==> src/rtl/ngba_pkg.sv <==
// Package with the sizes, codes and types shared by the block allocator files.
`timescale 1ns / 1ps
package ngba_pkg;
    localparam int GROUPS           = 16;
    localparam int BLOCKS_PER_GROUP = 1024;
    localparam int MAX_RUN          = 16;
    localparam int WORD_W           = 16;
    localparam int HALF_W           = WORD_W / 2;
    localparam int WORDS_PER_GROUP  = BLOCKS_PER_GROUP / WORD_W;
    localparam int MAP_WORDS        = GROUPS * WORDS_PER_GROUP;
    localparam int GRP_W            = 4;
    localparam int WIDX_W           = 6;
    localparam int MAP_AW           = 10;
    localparam int CNT_W            = 11;
    localparam int LEN_W            = 5;
    localparam int BLK_W            = 10;
    localparam int TOT_W            = 15;
    localparam int TOTAL_BLOCKS     = GROUPS * BLOCKS_PER_GROUP;

    typedef enum logic [1:0] {
        ST_OK      = 2'd0,
        ST_NOSPACE = 2'd1,
        ST_FRAG    = 2'd2
    } status_t;

    typedef enum logic [3:0] {
        S_CLEAR, S_IDLE, S_SCAN, S_RD, S_LO, S_HI,
        S_SET_RA, S_SET_WA, S_SET_RB, S_SET_WB, S_DONE
    } state_t;

    // Result of one pass over the group counts.
    typedef struct packed {
        logic             done;
        logic             found;
        logic [GRP_W-1:0] group;
    } scan_res_t;

    // Count update after a run has been allocated.
    typedef struct packed {
        logic             valid;
        logic [GRP_W-1:0] group;
        logic [LEN_W-1:0] len;
    } cnt_dec_t;
endpackage

==> src/rtl/ngba_grp_scan.sv <==
// Group free counts and the one-group-per-cycle nearest-group search.
`timescale 1ns / 1ps
module ngba_grp_scan (
    input  logic                      aclk,
    input  logic                      aresetn,
    input  logic                      start,
    input  logic [ngba_pkg::GRP_W-1:0] pref_group,
    input  logic [ngba_pkg::LEN_W-1:0] run_len,
    input  ngba_pkg::cnt_dec_t         dec,
    output ngba_pkg::scan_res_t        res
);
    import ngba_pkg::*;

    logic [CNT_W-1:0] counts_reg [GROUPS];
    logic [GRP_W-1:0] idx_reg, best_reg;
    logic [GRP_W-1:0] bdist_reg;
    logic             busy_reg, found_reg, done_reg;
    logic [CNT_W-1:0] cnt;
    logic [GRP_W-1:0] gdist;
    logic             qual;

    // Shared compare: one group's count and distance against the best so far.
    always_comb begin
        cnt   = counts_reg[idx_reg];
        gdist = (idx_reg > pref_group) ? idx_reg - pref_group : pref_group - idx_reg;
        qual  = (cnt <= CNT_W'(BLOCKS_PER_GROUP)) && (cnt >= CNT_W'(run_len)) &&
                (!found_reg || gdist < bdist_reg);
    end

    // Scan sequencer and count storage.
    always_ff @(posedge aclk) begin
        if (!aresetn) begin
            for (int g = 0; g < GROUPS; g++) begin
                counts_reg[g] <= CNT_W'(BLOCKS_PER_GROUP);
            end
            busy_reg  <= 1'b0;
            found_reg <= 1'b0;
            done_reg  <= 1'b0;
            idx_reg   <= '0;
            best_reg  <= '0;
            bdist_reg <= '0;
        end else begin
            done_reg <= 1'b0;
            if (start) begin
                busy_reg  <= 1'b1;
                found_reg <= 1'b0;
                idx_reg   <= '0;
            end else if (busy_reg) begin
                if (qual) begin
                    found_reg <= 1'b1;
                    best_reg  <= idx_reg;
                    bdist_reg <= gdist;
                end
                if (idx_reg == GRP_W'(GROUPS - 1)) begin
                    busy_reg <= 1'b0;
                    done_reg <= 1'b1;
                end else begin
                    idx_reg <= idx_reg + 1'b1;
                end
            end
            if (dec.valid) begin
                counts_reg[dec.group] <= counts_reg[dec.group] - CNT_W'(dec.len);
            end
        end
    end

    assign res.done  = done_reg;
    assign res.found = found_reg;
    assign res.group = best_reg;
endmodule

==> config.mk <==
export PLATFORM = sky130hd
export DESIGN_NAME = ngba_grp_scan
export DESIGN_NICKNAME = d
export VERILOG_FILES = /design/src/rtl/ngba_pkg.sv /design/src/rtl/ngba_grp_scan.sv
export SDC_FILE = /design/constraint.sdc
export NUM_CORES = 1
export LEC_CHECK = 0
export BUFFER_PORTS_ARGS = -buffer_cell sky130_fd_sc_hd__clkbuf_2
export CAP_MARGIN = 20
export CORE_MARGIN = 1.5
export CORE_UTILIZATION = 59
export CTS_BUF_LIST = sky130_fd_sc_hd__clkbuf_8
export DETAILED_ROUTE_END_ITERATION = 6
export MAX_ROUTING_LAYER = met4
export PLACE_DENSITY = 0.89
export SLEW_MARGIN = 40
export SYNTH_ARGS = -nofsm -noshare
export SYNTH_HDL_FRONTEND = slang
export SYNTH_SLANG_ARGS = --single-unit
==> constraint.sdc <==
create_clock -name aclk -period 4.5 [get_ports aclk]
set_clock_uncertainty 0.05 [all_clocks]
set_input_delay 0.675 -clock aclk [delete_from_list [all_inputs] [get_ports aclk]]
set_output_delay 0.675 -clock aclk [all_outputs]
set_load 0.02 [all_outputs]
# Word-level counts from Yosys, hierarchy flattened
# Memory sizes are Yosys's and may differ from the RTL's. A register that Yosys moved wholly into a read port is not among the register bits.
# Cells that the tools add are included.
# op_classes
n_eq_ne	1
bitwise_logic	4
magnitude_cmp	4
add_sub_neg	4
reduce_logical	10
muxes	14
# ops
cell	count
two-way mux 4 bit	4
>= comparator 11 x 5 -> 1 bit	1
<= comparator 11 bit (second input constant)	1
two-way mux 11 bit	1
OR reduction 11 bit	1
subtractor 11 x 5 -> 11 bit	1
two-way mux 1 bit	9
subtractor 4 bit	2
adder 4 x 1 -> 4 bit (second input constant)	1
== test 4 bit (second input constant)	1
> comparator 4 bit	1
less-than comparator 4 bit	1
NOT 1 bit	4
AND reduction 2 bit	2
AND reduction 3 bit	1
OR reduction 3 bit	1
logical AND 1 bit	2
OR reduction 2 bit	1
logical NOT 1 bit	1
logical OR 1 bit	1
# totals
wordCells	44
out_inout_bits	6
n_memories	1
inputBits	22
register_bits	15
mem_bits_rw	176
# memory_table
memory	depth	width	read_ports	rd_ports_with_merged_regs	wr	line	text
counts_reg	16	11	2	1	16	ngba_grp_scan.sv:14	logic [CNT_W-1:0] counts_reg [GROUPS];

# Depth between registers and ports, before layout
# logic_depth
word_depth	6
ltp_mapped	16
mapped_depth_nobuf	16

# Worst setup path before layout
# OpenSTA, ideal clock, no wires.
# synth_path
kind	input to register
start	input port dec[5] (netlist bit)
end	memory counts_reg[10][10] (data pin)
slack_ps	-333
required_ps	4162
arrival_time_ps	4495
path_buffers	4
path_stages	16
setup_time_ps	288
path_cell_list	buf_4 > buf_2 > buf_1 > mux4_2 > mux4_2 > inv_1 > ha_1 > fa_1 > nor2b_1 > o21ai_0 > nand2b_1 > a211oi_2 > nor3b_2 > xnor2_1 > buf_2 > nand3_1
# synth_rtl
element	line	text
start: declaration	ngba_grp_scan.sv:9	input ngba_pkg::cnt_dec_t dec,
end: declaration	ngba_grp_scan.sv:14	

==> flow_metrics.tcl <==
set metrics [dict create \
    status "complete, no violations" \
    cp-end-kind "flip-flop" \
    crit_chain "buf_4 -> mux4_2 -> mux2i_1 -> mux2i_1 -> ha_1 -> nand2_1 -> o31ai_1 -> or4_1 -> nand3b_1 -> o22ai_2 -> mux2i_1" \
    clock-sinks 195 \
    routed_wirelength_mm 27.2 \
    syn_to_final_growth_pct 9.00 \
    rows 48 \
    ir_drop_mv 0.220 \
    largest_register_ffs 176 \
    antenna-diode-count 0 \
    seq_area_frac_synth_pct 54.9 \
    worstSkewPairLatency_ns 0.50 \
    grt_max_degree 38 \
    syn_area_um2 10300 \
    post_cts_buffers 0 \
    timing.hold.ws_ns 0.417 \
    viasPerCell 6.89 \
    ys_ff_latch 195 \
    synth-edff-count 176 \
    fmax_mhz 236 \
    synthCells 811 \
    firstDrtPassIters 6 \
    cts_resized 0 \
    start_util_pct 60.1 \
    synth_flop_cell "edfxtp_1" \
    cts_root_buf "clkbuf_8" \
    htree_num_levels 4 \
    avgSynthCellArea_um2 12.7 \
    die_y_um 135 \
    synth_area_leaders "edfxtp_1, mux4_2, nor2_1, dfxtp_1, mux2i_1" \
    finalHoldViolCount 0 \
    startpoint_type "flip-flop" \
    cts_hold_buf 0 \
    synth.most_common_cell "edfxtp_1" \
    setup-tns-final_ns 0 \
    grt_first_pass_wirelength_mm 41.5 \
    place_congestion 0.971 \
    wl_per_cell_um 25.3 \
    p_per_area_nw_per_um2 342 \
    vias 7410 \
    grt_pass1_vias 7324 \
    arrival_ns 4.61 \
    synth_nets 857 \
    maxSlewViolCount 0 \
    cp_common_cell "mux2i_1" \
    slew-limit-headroom_pct 48.6 \
    yosysUniqueCellTypes 53 \
    grt_overflow 0 \
    critPathSlowestCell "dfxtp_2" \
    grt_usage_pct 32.4 \
    p_leak_nw 3.92 \
    dieArea_um2 18300 \
    yosys.area.top_type "edfxtp_1" \
    synth_top_area_share_pct 51.2 \
    crit_path_max_incr_delay_ns 0.76 \
    worstMarginPinSlew_ns 0.763 \
    cts_tree "built" \
    antenna_found_initial 0 \
    finalSetupViolCount 0 \
    pin_count 28 \
    post-route-period-util_pct 94.2 \
    async_flop_share_pct 0 \
    worstHoldPathType "input pin to flip-flop" \
    die_w_um 135 \
    numCtsBuffers 17 \
    coreArea_um2 17200 \
    rsz0062_at_grt "no" \
    final_antenna_net_count 0 \
    route.detailed.drc 0 \
    synth_common_cells "edfxtp_1, nor2_1, mux4_2" \
    post-route-min-period_ns 4.24 \
    final_nets 885 \
    port-buffer-count 27 \
    drt_iter0_markers 1127 \
    final_layout_size_suffix_gt1_share_pct 22.6 \
    crit_type "flip-flop to flip-flop" \
    hpwl_mm 19.3 \
    clkTransAtPathRegs_ns 0.10 \
    clk_path_buf_depth 2 \
    drv_cap 0 \
    required_ns 4.87 \
    cp_max_fo 18 \
    ys_warn_count 0 \
]
==> report_power, final <==
| group | switching [mW] | internal [mW] |
|---|---|---|
| clock network | 0.638 | 0.438 |
| registers | 0.0425 | 2.04 |
| logic | 0.432 | 0.259 |
| total | 1.11 | 2.73 |
==> cell usage in the layout, fill, tap and decap left out, types with 4 or more instances in the layout <==
cell type / n
nor2b_1: 6
edfxtp_1: 176
or3_1: 4
nor4b_1: 9
mux4_2: 66
nand3_1: 19
clkbuf_2: 26
mux2i_1: 35
a21oi_1: 11
inv_1: 30
o21a_1: 4
inv_6: 4
xnor2_1: 9
buf_12: 6
a221oi_1: 8
nor4_1: 10
dfxtp_1: 18
a22oi_1: 4
o21ai_0: 7
nand2_1: 54
nand2b_1: 8
nor2_1: 172
ha_1: 21
nor2_2: 11
a211o_1: 5
clkbuf_8: 17
buf_4: 42
nor3_1: 12
clkinvlp_4: 5
==> worst max-delay path, delay by kind of cell (launching register included) <==
family	cells	cell delay (ns)
multiplexers	4	1.39
AO/OA/AOI/OAI	2	0.88
flip-flops	1	0.76
AND/OR/NAND/NOR	3	0.43
adder cells (fa/ha/maj)	1	0.34
buffers and inverters	1	0.31
==> logic make-up (layout without fill, tap and decap cells) <==
logic type / Yosys count / count (layout) / synth area share, %
DFF: 195 / 195 / 54.9
adders and majority gates: 24 / 24 / 3.13
AOI/OAI and AO/OA: 58 / 58 / 4.06
buffers and inverters: 96 / 136 / 3.94
and+or+nand+nor: 319 / 319 / 14.1
xor gates and xnor gates: 13 / 13 / 1.10
muxes: 106 / 106 / 18.8
==> through the flow <==
step | total power [mW] | cells | instance area, um^2 | utilization (%) | worst slack (ns)
floorplan | 2.51 | 811 | 10300 | - | 0.00792
finish | 3.84 | 1076 | 11300 | 65.5 | 0.263
global route | 3.94 | 1076 | 11300 | 65.5 | 0.124
global placement | 2.77 | 1045 | 10900 | 63.4 | 0.339
CTS | 3.82 | 1076 | 11300 | 65.5 | 0.389
detailed placement | 2.78 | 1045 | 10900 | 63.4 | 0.154
==> worst paths after layout <==
kind	cells past startpoint	slack (ns)	endpoint	startpoint
worst max-delay path	11	0.26	bdist_reg[3]$_SDFFE_PN0P_	flip-flop
worst min-delay path	2	0.42	busy_reg$_SDFF_PN0_	start
worst max register to register	11	0.26	bdist_reg[3]$_SDFFE_PN0P_	flip-flop
worst min register to register	2	0.42	bdist_reg[1]$_SDFFE_PN0P_	bdist_reg[1]$_SDFFE_PN0P_
==> cell type report <==
type | instances | area, um^2
clock buffers | 17 | 234
clock inverters | 14 | 129
fillers | 1217 | 5920
inverters | 30 | 113
multi-input cells | 520 | 4260
flip-flops and latches | 195 | 5670
well taps | 225 | 282
repair buffers | 75 | 571
==> layer usage <==
| metal | up-vias | track usage, % | share of wire, % |
|---|---|---|---|
| li1 | 3060 | - | - |
| met1 | 3592 | 40.5 | 34 |
| met2 | 631 | 49.9 | 47 |
| met3 | 127 | 6.92 | 13 |
| met4 | 0 | 17.4 | 5.9 |
| met5 | - | - | 0 |
No activity file was read; power rests on OpenSTA's default activity.
